### config.mk
export PLATFORM = sky130hd
export DESIGN_NAME = dim_sqrt
export DESIGN_NICKNAME = d
export VERILOG_FILES = /design/src/sv/dim_sqrt.sv
export SDC_FILE = /design/constraint.sdc
export NUM_CORES = 1
export LEC_CHECK = 0
export ABC_AREA = 1
export ABC_CLOCK_PERIOD_IN_PS = 1400
export BUFFER_PORTS_ARGS = -buffer_cell sky130_fd_sc_hd__buf_2
export CAP_MARGIN = 20
export CORE_MARGIN = 1
export CORE_UTILIZATION = 52
export DETAILED_ROUTE_END_ITERATION = 10
export PLACE_DENSITY = 0.74
export SYNTH_ARGS = -nofsm -noshare
export SYNTH_HDL_FRONTEND = slang
export SYNTH_SLANG_ARGS = --single-unit
### constraint.sdc
create_clock -name clk -period 1.4 [get_ports clk]
set_input_delay 0.07 -clock clk [delete_from_list [all_inputs] [get_ports clk]]
set_output_delay 0.07 -clock clk [all_outputs]
set_load 0.01 [all_outputs]
### src/sv/dim_sqrt.sv
`timescale 1ns / 1ps
// ----------------------------------------------------------------------------
// dim_sqrt
// Pipelined floor square root, one root bit per stage, several lanes that
// share valid and a side payload that travels alongside.
// ----------------------------------------------------------------------------
module dim_sqrt #(
  parameter int LANES = 1,
  parameter int RW    = 8,
  parameter int QW    = 4,
  parameter int SW    = 1
) (
  input  logic          clk,
  input  logic          rst,
  input  logic          en,
  input  logic          in_valid,
  input  logic [RW-1:0] in_rad [LANES],
  input  logic [SW-1:0] in_side,
  output logic          out_valid,
  output logic [QW-1:0] out_root [LANES],
  output logic [SW-1:0] out_side
);

  localparam int OW = 2 * QW;

  logic          vld  [QW+1];
  logic [OW-1:0] op   [QW+1][LANES];
  logic [OW-1:0] res  [QW+1][LANES];
  logic [SW-1:0] side [QW+1];

  assign vld[0]  = in_valid;
  assign side[0] = in_side;

  for (genvar l = 0; l < LANES; l++) begin : g_in
    assign op[0][l]  = OW'(in_rad[l]);
    assign res[0][l] = '0;
    assign out_root[l] = res[QW][l][QW-1:0];
  end

  for (genvar k = 0; k < QW; k++) begin : g_stage
    // squared weight of the root bit settled in this stage
    localparam logic [OW-1:0] ONE = {{(OW-1){1'b0}}, 1'b1} << (2 * (QW - 1 - k));

    logic [OW-1:0] trial [LANES];
    logic          take  [LANES];

    always_comb begin
      for (int l = 0; l < LANES; l++) begin
        trial[l] = res[k][l] + ONE;
        take[l]  = (op[k][l] >= trial[l]);
      end
    end

    always_ff @(posedge clk) begin
      if (rst) begin
        vld[k+1] <= 1'b0;
      end else if (en) begin
        vld[k+1] <= vld[k];
      end
    end

    always_ff @(posedge clk) begin
      if (en) begin
        for (int l = 0; l < LANES; l++) begin
          op[k+1][l]  <= take[l] ? (op[k][l] - trial[l]) : op[k][l];
          res[k+1][l] <= take[l] ? ((res[k][l] >> 1) | ONE) : (res[k][l] >> 1);
        end
        side[k+1] <= side[k];
      end
    end
  end

  assign out_valid = vld[QW];
  assign out_side  = side[QW];

endmodule

# --- Word-level counts from Yosys, hierarchy flattened ---
# Cells that the tools add are included.
op_classes:
  multipliers: 0
  order_cmp: 4
  bitwise_logic: 0
  reduce_logical: 0
  shift: 0
  div: 0
  n_eq_ne: 0
  addsub: 6
  muxes: 4
ops:
  columns: ["operator", "n"]
  rows:
  - ["$ge 8x8->1", 3]
  - ["$mux 8", 3]
  - ["$sub 8x8->8", 2]
  - ["$add 7x5->8 const B", 1]
  - ["$ge 8x7->1 const B", 1]
  - ["$sub 8x7->8 const B", 1]
  - ["$add 6x3->7 const B", 1]
  - ["$mux 7", 1]
  - ["$add 5x1->6 const B", 1]
word_totals:
  input_bits: 13
  output_inout_bits: 6
  elab_cells: 32
  latchBits: 0
  mem_bits_rw: 0
  mem_bits_ro: 0
  n_memories: 0
  ff_bits: 54

# --- Longest topological paths before layout ---
depth:
  ltp_word: 3
  ltp_mapped: 9
  ltp_nobuf: 9

# --- Least setup slack after synthesis ---
# OpenSTA, ideal clock, no wires.
synth_timing:
  kind: "register to register"
  from: "register op[21] in the netlist's numbering"
  to: "register op[11] in the netlist's numbering (data pin)"
  setup_slack_ps: -95
  arrival_time_ps: 1239
  setup_ps: 257
  period_less_slack_ps: 1495
  stages_incl_launch_ff: 8
  n_path_buf: 0
  required_ps: 1143
  cell_sequence: "edfxtp_1 -> ha_1 -> nand2_1 -> nand2_1 -> nor2_2 -> nand3_4 -> nand2_1 -> o21ai_1"
synth_via:
  elab_chain_len: 2
synth_lines:
  columns: ["item", "line_no", "source"]
  rows:
  - ["from (decl)", "27", "logic [OW-1:0] op [QW+1][LANES];"]
  - ["from (signal, indexed assignment)", "65", "op[k+1][l] <= take[l] ? (op[k][l] - trial[l]) : op[k][l];"]
  - ["$ge 8x8->1", "50", "take[l] = (op[k][l] >= trial[l]);"]
  - ["via g_stage[2].take", "45", "logic take [LANES];"]
  - ["$mux 8", "65", null]
# The timed path passes the listed nets, and every way through them passes these cells.
# A chain may end at the register's enable or synchronous reset.

# --- Worst setup path in the final report ---
layout_timing:
  from: "register op[21] in the netlist's numbering"
  to: "register op[14] in the netlist's numbering (data pin)"
layout_via:
  elab_chain_len: 2
  word_cells_on_any_way: 3
  classes_between: "1 x add/sub; 1 x order compare; 1 x mux"
layout_lines:
  columns: ["item", "line_no"]
  rows:
  - ["$sub 8x8->8 or $ge 8x8->1 (tied branches)", "65, 50"]
  - ["$mux 8 *", "65"]
# Every way passes the cells marked *; elsewhere a longest branch is shown, timed or not.

==> impl_metrics.toml <==
[cts]
cts_made_buffers = 5
htree_levels = 2
clock_latency_ns = 0.35
cts_buffer_depth = 2
clock-sinks = 42
clockRootBuffer = "clkbuf_4"
cts_tree = "done"
clkTransAtPathRegs_ns = 0.12

[cells_and_area]
multi_input_area_sq_um = 672
final_nets = 237
final_util = 0.719
drive_above_1_share = 0.340
synthToLayoutAreaGrowth_pct = 30.5
regArea_sq_um = 1220
diodes = 0
fillers = 234

[detailed_routing]
totalWireLength_um = 3200
vias_per_cell = 4.90
vias = 1280
ant_nets = 0
drc = 0
drt-wirelength-per-cell_um = 12.3
drtPass1Iterations = 4
drt_iter0_drc = 73

[die]
die_w_um = 61.9
rows = 21
core_area_sq_um = 3390
dieArea_sq_um = 3830
dieHeight_um = 61.9
start_util = 0.551
ios = 19

[logic_synthesis]
yosys-top-cells-area = "edfxtp_1 (61%), ha_1 (6.7%), nand2_1 (6.4%)"
synth_async_sr_flop_share = 0
synth_top_flop_cell = "edfxtp_1"
synth_edf_count = 38
synth_nets = 186
yosysMostFrequentCell = "edfxtp_1"
synth_seq_cells = 42
avgSynthCellArea_sq_um = 11.5
synth_top_cell_by_area = "edfxtp_1"
synth_cells = 163
synth_area_sq_um = 1870
ys_warn_count = 0
synth_common_cells = "edfxtp_1 (38), nand2_1 (32), inv_1 (28)"
yosysTopAreaCellShare = 0.611
ys_seq_area_frac = 0.654
synth_cell_types = 24

[global_route]
antenna_found_initial = 0
grt_max_degree = 44
grt_usage = 0.192
grt_pass1_wl_um = 5060
grt_pass1_vias = 1300
gr-total-overflow = 0

[worst_hold_path]
holdPathStages = 4
worstHoldPathType = "input port to flip-flop"
hold_start = "en"
hold_end = "vld[1]"

[worst_setup_path]
r2r-start = "op[21]"
rr_worst_depth = 6
reg2reg_to = "op[14]"
r2r_slack_ns = -0.14
path_cells = "ha_4 -> buf_4 -> nand3_2 -> nand2_1 -> nor2_1 -> o21a_1"
arrival_ns = 1.66
path_class = "flip-flop to flip-flop"
slowest_delay_ns = 0.46
cp.required_ns = 1.52
cp_max_fo = 4
cp_num_buf_inv = 1
slowest_stage = "edfxtp_1"
start_kind = "flip-flop"
cp_top_family = "flip-flops"
critPathCaptureType = "flip-flop"

[power_and_ir_drop]
leakagePower_nw = 1.04
clkPwrFrac = 0.210
pwr_density_cell_nw_per_um2 = 1120
p_sw_mw = 0.751
ir_worst_vdd_uv = 887
intPower_mw = 1.98
share_comb_of_total_power = 0.218
power_frac_seq = 0.572
swShare = 0.275

[outcome]
status = "finished with violations"
violations = "negative setup slack"

[sta]
min_period_ns = 1.54
timing.slew.headroom = 0.824
finalHoldViolations = 0
period_share = 1.10
slew_violations = 0
fmax_mhz = 649
rsz0062_at_grt = "true"
fin_worst_skew_ns = 0.00568
worst_slew_pin_slew_ns = 0.262
worst_slack_ns = -0.141
setup_viol = 10

[placed_design]
gp_congestion = 0.841
hpwlAfterDp_um = 1970
dpl_worst_slack_ns = -0.157
port_buffers = 18

[flow_run]
cap_violations = 0
-- cell usage in the layout, fill, tap and decap left out, types with 2 or more instances in the layout --
cell / netlist / routed
nor2_1: 12 / 7
nor2_4: 1 / 4
dlygate4sd3_1: 0 / 12
nor2_2: 2 / 4
buf_2: 0 / 18
inv_4: 0 / 2
dfxtp_1: 4 / 4
nand3_1: 4 / 2
o21ai_1: 3 / 5
nand4_1: 3 / 3
edfxtp_1: 38 / 38
ha_1: 10 / 7
a21oi_1: 7 / 7
inv_1: 28 / 21
o21ai_0: 4 / 2
nand3_2: 0 / 2
buf_4: 0 / 12
nand2_4: 0 / 3
inv_2: 0 / 5
nand2_2: 5 / 7
clkbuf_4: 0 / 5
nand3_4: 1 / 2
ha_4: 0 / 3
nand2_1: 32 / 27
-- final cells by class --
cell class	instances	share of cell area
timing repair buffer	43	0.131
tap	46	0.0236
sequential	42	0.501
clock inverter	2	0.00565
inverter	28	0.0452
clock buffer	6	0.0169
multi-input combinational	94	0.276
-- logic make-up after synthesis --
group | share of synthesized area
AO/OA/AOI/OAI | 0.0416
XOR/XNOR | 0.00939
adder cells (fa/ha/maj) | 0.0670
buffers and inverters | 0.0563
flip-flops | 0.654
AND/OR/NAND/NOR | 0.172
-- metal layers --
metal / global-route usage / part of all wire / up-vias
li1: - / - / 648
met1: 0.165 / 0.36 / 574
met2: 0.378 / 0.56 / 41
met3: 0.0559 / 0.041 / 17
met4: 0.124 / 0.035 / 0
met5: 0 / 0 / -
-- worst max path at each step --
stage / startpoint / end / slack [ns] / cells after the start
after floorplan: res[30] / op[20] / -0.03 / 7
after global placement: res[30] / op[21] / -0.12 / 8
after detailed placement: res[30] / op[21] / -0.16 / 8
after CTS: op[21] / op[12] / -0.14 / 7
after global routing: op[21] / op[14] / -0.20 / 6
final: op[21] / op[14] / -0.14 / 6
-- power by group through the flow --
stage / sequential (mW) / clock (mW) / combinational (mW)
2_1_floorplan: 1.58 / 0 / 0.311
6_report: 1.56 / 0.574 / 0.596
5_1_grt: 1.57 / 0.626 / 0.666
3_3_place_gp: 1.58 / 0 / 0.441
4_1_cts: 1.56 / 0.597 / 0.552
3_5_place_dp: 1.59 / 0 / 0.465
-- tightest hold or removal path, stage by stage --
cell and delay [ns]:
buf_2 0.12, buf_12 0.18, nand2_1 0.08, a21oi_1 0.05
-- through the flow --
stage / power, mW / setup TNS (ns) / instances / area, sq um / hold WS, ns
final: 2.73 / -1.24 / 261 / 2440 / 0.194
after global routing: 2.87 / -1.87 / 261 / 2440 / 0.191
after CTS: 2.71 / -1.18 / 260 / 2390 / 0.174
after detailed placement: 2.05 / -1.32 / 236 / 2140 / 0.248
after global placement: 2.02 / -0.790 / 236 / 2140 / 0.247
after floorplan: 1.90 / -0.156 / 163 / 1910 / 0.139
-- sequential cells by signal, indices dropped and copies added, names as in the netlist --
name / flops
out_valid: 1
side: 3
vld: 3
op: 24
res: 6
out_side: 1
out_root: 4
-- timing repair --
| action | CTS | global route |
|---|---|---|
| gates cloned | 1 | 0 |
| hold buffers | 12 | 0 |
| endpoints found under the setup margin | 12 | 13 |
| pin swaps | 11 | 12 |
| buffers inserted | 3 | 1 |
| resized for setup | 11 | 14 |
| endpoints found under the hold margin | 14 | 0 |
Power figures use the tool's default switching activity.
