File: config.mk
export PLATFORM = sky130hd
export DESIGN_NAME = dim_outbuf
export DESIGN_NICKNAME = d
export VERILOG_FILES = /design/src/sv/dim_outbuf.sv
export SDC_FILE = /design/constraint.sdc
export NUM_CORES = 1
export LEC_CHECK = 0
export BUFFER_PORTS_ARGS = -buffer_cell sky130_fd_sc_hd__buf_4
export CAP_MARGIN = 20
export CORE_MARGIN = 4
export CORE_UTILIZATION = 50
export CTS_CLUSTER_SIZE = 40
export DETAILED_ROUTE_END_ITERATION = 10
export PLACE_DENSITY = 0.78
export RECOVER_POWER = 100
export SLEW_MARGIN = 25
export SYNTH_ARGS = -nofsm -noshare
export SYNTH_HDL_FRONTEND = slang
export SYNTH_SLANG_ARGS = --single-unit
File: constraint.sdc
create_clock -name clk -period 2.8 [get_ports clk]
set_clock_uncertainty 0.15 [all_clocks]
set_input_delay 0.84 -clock clk [delete_from_list [all_inputs] [get_ports clk]]
set_output_delay 0.84 -clock clk [all_outputs]
set_load 0.02 [all_outputs]
File: src/sv/dim_outbuf.sv
`timescale 1ns / 1ps
// ----------------------------------------------------------------------------
// dim_outbuf
// Output register with a skid slot; the pipeline halts only when the skid
// slot is occupied.
// ----------------------------------------------------------------------------
module dim_outbuf #(
  parameter int DW = 8
) (
  input  logic          clk,
  input  logic          rst,
  input  logic          in_valid,
  input  logic [DW-1:0] in_data,
  output logic          en,
  output logic          out_valid,
  input  logic          out_ready,
  output logic [DW-1:0] out_data
);

  logic          skid_valid;
  logic [DW-1:0] skid_data;
  logic          out_free;

  assign en       = !skid_valid;
  assign out_free = !out_valid || out_ready;

  always_ff @(posedge clk) begin
    if (rst) begin
      out_valid  <= 1'b0;
      skid_valid <= 1'b0;
    end else if (skid_valid) begin
      if (out_ready) begin
        skid_valid <= 1'b0;
      end
    end else if (out_free) begin
      out_valid <= in_valid;
    end else if (in_valid) begin
      skid_valid <= 1'b1;
    end
  end

  always_ff @(posedge clk) begin
    if (skid_valid) begin
      if (out_ready) begin
        out_data <= skid_data;
      end
    end else if (out_free) begin
      if (in_valid) begin
        out_data <= in_data;
      end
    end else if (in_valid) begin
      skid_data <= in_data;
    end
  end

  a_skid_behind_out: assert property (@(posedge clk) disable iff (rst)
    skid_valid |-> out_valid)
    else $error("skid slot holds data while output register is empty");

endmodule

# Word-level counts from Yosys, hierarchy flattened
# Cells that the tools add are included.
# totals
ff_bits,18
inputBits,12
output_inout_bits,10
word_cells,23
# op_classes
eq_ne,1
n_mux,8
bitwise,2
n_reduce_logical,8
# ops
op,n
$mux W8,4
$reduce_and A3 Y1,2
$mux W1,4
$reduce_bool A2 Y1,2
$logic_not A1 Y1,2
$ne A2 B2 Y1 const B,1
$not A1 Y1,2
$reduce_and A2 Y1,1
$logic_or A1 B1 Y1,1

# Logic depth before layout (Yosys ltp)
# Gate-level depths: netlist of run 1.
# depth
word_depth,4
depth_mapped,3
depth_no_buf,2

# Least setup slack after synthesis of run 1
# OpenSTA, ideal clock, no wires.
# synth_timing
kind,in2reg
from,input port in_valid
to,register skid_data[0] (enable)
setup_ps,383
arrival_ps,1519
required_ps,2267
setup_slack_ps,747
path_stages,2
n_path_buf,0
path_cell_list,nand2_1 -> nor3_1
# synth_between
elab_chain_len,1
# synth_rtl
item,line,rtl
"start, declared",12,"input logic in_valid,"
$reduce_and A3 Y1 (no source line),--,
"end signal, assigned",52,skid_data <= in_data;
"end, declared",21,logic [DW-1:0] skid_data;
# No other way between the ends.
# A chain may end at the register's enable or synchronous reset.

# Final worst setup path of run 1
# layout_timing
from,register out_valid
to,output port out_valid
# layout_lines
item,line,rtl
"start, declared",15,"output logic out_valid,"
"start signal, assigned",36,out_valid <= in_valid;
# No word-level cell between the ends.

==> impl_metrics.py, run 1 <==
metrics = {
    "timing": {
        "fin_crit_ns": 1.91,
        "worstMarginPinSlew_ns": 0.630,
        "period_share": 0.681,
        "slew_headroom": 0.580,
        "setup_tns_ns": 0,
        "finalSetupViolations": 0,
        "fmax_mhz": 525,
        "hold_violations": 0,
        "rsz0062_at_grt": "no",
        "slew_viol_final": 0,
    },
    "clocking": {
        "cts_root_buffer": "clkbuf_4",
        "clk_pin_slew_worst_paths_ns": 0.09,
        "ctsLongestPathBuffers": 2,
        "cts_tree": "built",
        "post_cts_resized": 0,
        "numCtsBuffers": 3,
        "clkSinkCount": 18,
        "clock_latency_ns": 0.28,
        "cts_max_level": 1,
        "hold_buffers": 0,
        "post_cts_buffers": 0,
    },
    "worst_hold_path": {
        "min_path_cells": 2,
        "worstHoldEndpoint": "skid_valid",
        "hold_start": "skid_valid",
        "hp-class": "reg2reg",
    },
    "yosys": {
        "post_synth_num_cell_types": 15,
        "yosys_warnings": 0,
        "synth-seq-area-share": 0.736,
        "syn-cell-area_um2": 707,
        "synth-seq-cells": 18,
        "synth_nets": 49,
        "synthCells": 37,
        "syn_area_per_cell_um2": 19.1,
    },
    "worst_setup_path": {
        "r2r_cells": 2,
        "path_max_fanout": 4,
        "critPathMaxStageDelay_ns": 0.39,
        "critPathRequiredTime_ns": 1.81,
        "end_kind": "primary output",
        "critical_path.slowest_cell": "dfxtp_1",
        "path_depth": 1,
        "worstPathArrival_ns": 0.92,
        "path_cells": "clkbuf_1",
        "crit_family": "flip-flops",
        "rrSetupSlack_ns": 0.98,
        "worstReg2RegStart": "skid_valid",
        "worstPathBufferInverterCount": 1,
        "r2r_end": "out_data[2]",
        "path_class": "reg2out",
        "start_kind": "flip-flop",
    },
    "global_route": {
        "grt_pass1_wl_um": 1790,
        "antenna_found_initial": 0,
        "grtUsageTotal": 0.127,
        "grt_start_max_net_pins": 14,
        "first_global_vias": 425,
        "grt_overflow": 0,
    },
    "finish": {
        "diodes": 0,
        "final_nets": 76,
        "drive_gt1_frac": 0.254,
        "fin_util": 0.635,
        "area_growth_pct": 18.4,
        "fillers": 101,
    },
    "floorplanning": {
        "die_area_um2": 2080,
        "die_w_um": 45.6,
        "coreArea_um2": 1320,
        "die_height_um": 45.6,
        "io-pin-count": 22,
        "initial_core_util": 0.537,
        "rows": 13,
    },
    "pwr": {
        "peakVddDrop_mv": 0.325,
        "powerDensity_nw_per_um2": 592,
        "leakage_nw": 0.293,
    },
    "run_status": {
        "status": "complete, no violations",
    },
    "routing": {
        "drc": 0,
        "wl_per_cell_um": 14.3,
        "ant_nets": 0,
        "vias_per_cell": 5.32,
        "drt_iter0_drc": 3,
        "wirelength_um": 1120,
        "firstDrtPassIters": 3,
        "via_count": 415,
    },
    "placed_design": {
        "place.gp.congestion": 0.717,
        "port_buffers": 21,
        "hpwl_um": 832,
    },
    "job": {
        "maxCapViolCount": 0,
    },
}
-- layout by cell type, fill, tap and decap left out --
master    count
mux2_2        3
buf_4         3
nor3_1        1
clkbuf_4      9
and2b_1       1
clkbuf_1     15
nand2b_1      1
a211oi_1      1
nor2_1        1
inv_1         1
dfxtp_1       2
nand2_1       1
inv_4         1
edfxtp_1     16
mux2_1        5
o32ai_1       1
o22a_1        1
-- synthesized netlist by cell type --
cell type	instances	share of area
o32ai_1	1	0.012
inv_4	1	0.0089
nor2_1	1	0.0053
nor3_1	1	0.0071
mux2_2	3	0.048
edfxtp_1	16	0.68
and2b_1	1	0.011
nand2_1	1	0.0053
inv_1	1	0.0053
mux2_4	5	0.11
a211oi_2	1	0.018
dfxtp_1	2	0.057
o22a_1	1	0.012
buf_6	1	0.016
nand2b_1	1	0.0089
-- cells by family after synthesis --
group | share of synthesized area
AO/OA/AOI/OAI | 0.0425
buffers and inverters | 0.0301
flip-flops | 0.736
multiplexers | 0.154
AND/OR/NAND/NOR | 0.0372
-- flip-flops by register name, indices dropped and copies added, names as in the netlist --
name / count
skid_data: 8
out_valid: 1
out_data: 8
skid_valid: 1
-- layout make-up --
type	count	area [um2]	area share
multi-input combinational	16	141	0.169
inverter	2	10.0	0.0120
timing repair buffer	23	120	0.143
tap	15	18.8	0.0224
clock buffer	4	26.3	0.0314
sequential	18	520	0.622
-- report_power, final --
group	internal, mW	switching (mW)	total [mW]
logic	0.0211	0.0323	0.0535
registers	0.308	0.00443	0.313
clock network	0.0553	0.0741	0.129
total	0.385	0.111	0.496
-- per-stage QoR --
stage	hold WS (ns)	setup WS [ns]	power [mW]	instance area, um2	instances
3_5_place_dp	0.326	0.990	0.389	887	74
3_3_place_gp	0.319	1.00	0.387	887	74
4_1_cts	0.341	0.945	0.514	913	78
6_report	0.343	0.895	0.496	837	78
2_1_floorplan	0.373	0.747	0.354	707	37
5_1_grt	0.380	0.858	0.516	837	78
-- how the worst max path moves through the flow --
stage	start	to	slack [ns]
floorplan	in_valid	skid_data[0]	0.75
global route	out_valid	out_valid	0.86
global placement	in_valid	skid_data[5]	1.00
finish	out_valid	out_valid	0.89
detailed placement	out_ready	out_data[6]	0.99
CTS	skid_valid	en	0.94
-- layer usage --
| metal | GRT usage | part of all wire | up-vias |
|---|---|---|---|
| met3 | 0.0356 | 0.089 | 2 |
| met4 | 0.0702 | 0.013 | 0 |
| met5 | 0 | 0 | - |
| met1 | 0.142 | 0.44 | 195 |
| met2 | 0.214 | 0.46 | 18 |
| li1 | - | - | 200 |
(Power assumes the default switching activity.)
==> inputs of run 2 (changes only) <==
--- a/config.mk
+++ b/config.mk
@@ -5,13 +5,14 @@
 export SDC_FILE = /design/constraint.sdc
 export NUM_CORES = 1
 export LEC_CHECK = 0
+export ABC_AREA = 1
 export BUFFER_PORTS_ARGS = -buffer_cell sky130_fd_sc_hd__buf_4
 export CAP_MARGIN = 20
 export CORE_MARGIN = 4
-export CORE_UTILIZATION = 50
+export CORE_UTILIZATION = 42
 export CTS_CLUSTER_SIZE = 40
 export DETAILED_ROUTE_END_ITERATION = 10
-export PLACE_DENSITY = 0.78
+export PLACE_DENSITY = 0.71
 export RECOVER_POWER = 100
 export SLEW_MARGIN = 25
 export SYNTH_ARGS = -nofsm -noshare
==> constraint.sdc (replaced) <==
create_clock -name clk -period 1.6 [get_ports clk]
set_clock_uncertainty 0.15 [all_clocks]
set_input_delay 0.48 -clock clk [delete_from_list [all_inputs] [get_ports clk]]
set_output_delay 0.48 -clock clk [all_outputs]
set_load 0.02 [all_outputs]
==> impl_metrics.py, run 2 <==
metrics = {
    "job": {
        "maxCapViolCount": 0,
    },
    "timing": {
        "slew_viol_final": 0,
        "setup_tns_ns": 0,
        "fmax_mhz": 650,
        "finalSetupViolations": 0,
        "worstMarginPinSlew_ns": 0.361,
        "finalHoldWorstSlack_ns": 0.176,
        "period_share": 0.961,
        "hold_violations": 0,
        "rsz0062_at_grt": "no",
        "fin_crit_ns": 1.54,
        "slew_headroom": 0.759,
    },
    "routing": {
        "vias_per_cell": 4.79,
        "wirelength_um": 1190,
        "wl_per_cell_um": 11.6,
        "drc": 0,
        "firstDrtPassIters": 2,
        "drt_iter0_drc": 5,
        "via_count": 489,
        "ant_nets": 0,
    },
    "floorplanning": {
        "die_w_um": 48.4,
        "initial_core_util": 0.450,
        "io-pin-count": 22,
        "die_height_um": 48.4,
        "die_area_um2": 2340,
        "coreArea_um2": 1520,
        "rows": 14,
    },
    "finish": {
        "final_area_um2": 868,
        "diodes": 0,
        "mostFrequentLayoutCell": "nand2_1",
        "fillers": 136,
        "final_nets": 99,
        "biggestRegsByFlops": "out_data (8), skid_data (8)",
        "final_cell_mix": "29 x nand2_1, 16 x edfxtp_1, 10 x clkbuf_2",
        "drive_gt1_frac": 0.267,
        "area_growth_pct": 26.6,
    },
    "yosys": {
        "post_synth_num_cell_types": 8,
        "yosysTopAreaCellShare": 0.701,
        "yosys_warnings": 0,
        "syn_area_per_cell_um2": 11.6,
        "synth-async-reset-ratio": 0,
        "synth-seq-area-share": 0.759,
        "synth-seq-cells": 18,
        "synthCells": 59,
        "syn-cell-area_um2": 686,
        "synth_edf_count": 16,
        "synthFlopType": "edfxtp_1",
        "synth_common_cells": "29 x nand2_1, 16 x edfxtp_1, 5 x inv_1",
        "synth_most_common_cell": "nand2_1",
        "synth_nets": 71,
        "synth_area_leaders": "edfxtp_1 70%, nand2_1 16%, dfxtp_1 5.8%, inv_1 2.7%, a21oi_1 2.2%",
        "yosys.area.top_type": "edfxtp_1",
    },
    "clocking": {
        "clkSinkCount": 18,
        "post_cts_buffers": 0,
        "numCtsBuffers": 3,
        "cts_root_buffer": "clkbuf_4",
        "ctsLongestPathBuffers": 2,
        "clk_pin_slew_worst_paths_ns": 0.10,
        "cts_tree": "built",
        "cts_max_level": 1,
        "hold_buffers": 0,
        "clock_latency_ns": 0.29,
    },
    "global_route": {
        "grt_start_max_net_pins": 11,
        "first_global_vias": 473,
        "antenna_found_initial": 0,
        "grt_pass1_wl_um": 2020,
        "grt_overflow": 0,
        "grtUsageTotal": 0.111,
    },
    "worst_setup_path": {
        "start_kind": "flip-flop",
        "end_kind": "primary output",
        "worstPathArrival_ns": 0.91,
        "path_class": "reg2out",
        "critPathRequiredTime_ns": 0.97,
        "path_max_fanout": 10,
    },
    "pwr": {
        "powerDensity_nw_per_um2": 1060,
        "total_power_mw": 0.919,
        "leakage_nw": 0.386,
        "peakVddDrop_mv": 0.747,
    },
    "worst_hold_path": {
        "hp-class": "in2reg",
    },
    "placed_design": {
        "port_buffers": 21,
        "place.gp.congestion": 0.686,
        "hpwl_um": 872,
        "placed_area_um2": 878,
    },
    "run_status": {
        "status": "complete, no violations",
    },
}
run 2: cell count changes in the layout (fill, tap and decap cells not counted), sizes merged, moves of 2 or more:
cell / before / now
a21oi: 0 / 3
nand2: 1 / 29
mux2: 8 / 0
inv: 2 / 6
buf: 3 / 5
run 2: cell families after synthesis:
group	after synthesis	synth area share
compound gates	3	0.0219
flops	18	0.759
simple gates	31	0.170
buf+inv	7	0.0493
run 2: path summary, 6_finish.rpt:
check / startpoint / end / slack, ns / cells after the start
hold reg to reg: out_valid / out_valid / 0.33 / 2
hold / removal: rst / skid_valid / 0.18 / 2
setup reg to reg: skid_valid / out_data[5] / 0.19 / 4
setup / recovery: skid_valid / en / 0.06 / 2
run 2: what timing repair did:
action / in CTS / in global routing
pin swaps: 0 / 0
cloned: 0 / 0
setup endpoints to repair: 1 / 1
resized for setup: 2 / 2
run 2: cell type report:
cell class / instances / area (um2) / area share
inverters: 6 / 27.5 / 0.0317
well taps: 16 / 20.0 / 0.0231
flip-flops and latches: 18 / 524 / 0.604
multi-input cells: 34 / 131 / 0.151
clock buffers: 4 / 36.3 / 0.0418
repair buffers: 24 / 129 / 0.148
run 2: metrics by stage:
| step | std cells | utilization | setup WS [ns] |
|---|---|---|---|
| final | 102 | 0.570 | 0.0625 |
| after global routing | 102 | 0.570 | 0.00572 |
| after CTS | 102 | 0.603 | 0.0259 |
| after detailed placement | 98 | 0.576 | 0.0236 |
| after global placement | 98 | 0.576 | 0.0817 |
| after floorplan | 59 | - | 0.129 |
run 2: per-layer routing:
metal  part of all wire  up-vias  wire, um  global-route usage
met5                  0        -         0                   0
met4                  0        0         0              0.0415
met3              0.069        0        82              0.0491
met2               0.55       14       656               0.193
met1               0.38      230       447               0.116
li1                   -      245         -                   -
run 2: power breakdown:
part | leakage, nW | switching [mW] | internal [mW]
combinational | 0.198 | 0.0608 | 0.0348
sequential | 0.167 | 0.00714 | 0.537
clock | 0.0210 | 0.140 | 0.139
total | 0.386 | 0.208 | 0.711
run 2: worst max-delay path: stages (launching register included):
cell	delay, ns
dfxtp_4	0.38
inv_6	0.09
buf_4	0.14
==> inputs of run 3 (changes only) <==
--- a/config.mk
+++ b/config.mk
@@ -18,3 +18,4 @@
 export SYNTH_ARGS = -nofsm -noshare
 export SYNTH_HDL_FRONTEND = slang
 export SYNTH_SLANG_ARGS = --single-unit
+export TNS_END_PERCENT = 5
==> constraint.sdc (replaced) <==
create_clock -name clk -period 1.6 [get_ports clk]
set_clock_uncertainty 0.15 [all_clocks]
set_input_delay 0.24 -clock clk [delete_from_list [all_inputs] [get_ports clk]]
set_output_delay 0.24 -clock clk [all_outputs]
set_load 0.02 [all_outputs]
==> impl_metrics.py, run 3 (synthesized netlist as in run 2, its figures left out) <==
metrics = {
    "worst_setup_path": {
        "critPathRequiredTime_ns": 1.21,
        "r2r_end": "out_data[6]",
        "critical_path.slowest_cell": "dfxtp_2",
        "rrSetupSlack_ns": 0.20,
        "worstPathArrival_ns": 1.06,
        "critPathMaxStageDelay_ns": 0.45,
        "start_kind": "flip-flop",
        "path_class": "reg2out",
        "end_kind": "primary output",
        "worstReg2RegStart": "skid_valid",
        "path_cells": "inv_2 > clkbuf_2",
        "path_max_fanout": 12,
        "r2r_cells": 4,
    },
    "global_route": {
        "grtUsageMet3": 0.0337,
        "busiest_layer": "met2",
        "grt_pass1_wl_um": 2160,
        "grtUsageMet2": 0.180,
        "first_global_vias": 510,
        "grt_overflow": 0,
        "grtUsageTotal": 0.122,
        "grtUsageMet1": 0.153,
        "antenna_found_initial": 0,
        "grt_start_max_net_pins": 13,
    },
    "finish": {
        "final_cell_mix": "29 x nand2_1, 16 x edfxtp_1, 10 x clkbuf_4, 10 x clkbuf_1, 9 x dlygate4sd3_1",
        "mostFrequentLayoutCell": "nand2_1",
        "drive_gt1_frac": 0.183,
        "biggestRegsByFlops": "out_data (8), skid_data (8)",
        "diodes": 0,
        "final_nets": 106,
        "area_growth_pct": 36.3,
    },
    "clocking": {
        "cts_max_level": 1,
        "clkSinkCount": 18,
        "numCtsBuffers": 3,
        "clk_pin_slew_worst_paths_ns": 0.10,
        "ctsLongestPathBuffers": 2,
        "cts_root_buffer": "clkbuf_4",
        "cts_tree": "built",
        "clock_latency_ns": 0.30,
        "post_cts_buffers": 0,
    },
    "timing": {
        "slew_viol_final": 0,
        "period_share": 0.904,
        "slew_headroom": 0.804,
        "worstMarginPinSlew_ns": 0.294,
        "rsz0062_at_grt": "no",
        "finalSetupViolations": 0,
        "fmax_mhz": 692,
        "fin_crit_ns": 1.45,
        "hold_violations": 0,
        "setup_tns_ns": 0,
    },
    "routing": {
        "ant_nets": 0,
        "firstDrtPassIters": 4,
        "wl_per_cell_um": 11.6,
        "drt_iter0_drc": 13,
        "vias_per_cell": 4.51,
        "via_count": 492,
        "drc": 0,
        "wirelength_um": 1270,
    },
    "worst_hold_path": {
        "worstHoldEndpoint": "skid_valid",
        "min_path_cells": 4,
        "hold_start": "out_ready",
        "hp-class": "in2reg",
    },
    "placed_design": {
        "port_buffers": 21,
        "place.gp.congestion": 0.719,
    },
    "floorplanning": {
        "die_height_um": 48.4,
        "initial_core_util": 0.450,
        "die_area_um2": 2340,
        "io-pin-count": 22,
        "coreArea_um2": 1520,
        "rows": 14,
        "die_w_um": 48.4,
    },
    "pwr": {
        "powerDensity_nw_per_um2": 949,
        "peakVddDrop_mv": 0.564,
        "leakage_nw": 0.399,
        "total_power_mw": 0.887,
    },
    "job": {
        "maxCapViolCount": 0,
    },
    "run_status": {
        "status": "complete, no violations",
    },
}
-- run 3: metal layers --
metal / wire length, um / part of all wire
met5: 0 / 0
met4: 38 / 0.030
met3: 73 / 0.058
met2: 554 / 0.44
met1: 602 / 0.48
-- run 3: worst max-delay path, delay by kind of cell, from the launching register on --
kind,cells,cell delay (ns)
buf+inv,2,0.31
flops,1,0.45
-- run 3: cell type report --
| class | instances | area [um2] |
|---|---|---|
| fillers | 130 | 589 |
| flip-flops and latches | 18 | 522 |
| repair buffers | 31 | 213 |
| multi-input cells | 34 | 131 |
| clock buffers | 3 | 22.5 |
| inverters | 6 | 22.5 |
| well taps | 16 | 20.0 |
| clock inverters | 1 | 3.75 |
-- run 3: power breakdown --
group	total, mW	switching (mW)	internal (mW)
registers	0.546	0.00758	0.539
logic	0.110	0.0628	0.0468
clock network	0.231	0.140	0.0910
-- run 3: through the flow --
stage | utilization | hold WS (ns) | setup WS [ns] | instance area (um2) | std cells
floorplan | - | 0.159 | 0.0747 | 686 | 59
global placement | 0.564 | 0.262 | 0.231 | 860 | 96
detailed placement | 0.564 | 0.264 | 0.210 | 860 | 96
CTS | 0.641 | 0.0600 | 0.136 | 977 | 109
global route | 0.613 | 0.0808 | 0.0698 | 935 | 109
finish | 0.613 | 0.0649 | 0.154 | 935 | 109
-- run 3: repair_timing --
item	CTS	global route
endpoints found under the hold margin	10	0
hold buffers	9	0
resized for setup	1	0
endpoints found under the setup margin	1	0
-- run 3: worst max path at each step --
stage	startpoint	end	slack, ns	cells after the start
floorplan	skid_valid	out_data[0]	0.07	3
global placement	skid_valid	skid_data[7]	0.23	3
detailed placement	skid_valid	skid_data[5]	0.21	3
CTS	skid_valid	en	0.14	2
global route	skid_valid	en	0.07	2
finish	skid_valid	en	0.15	2
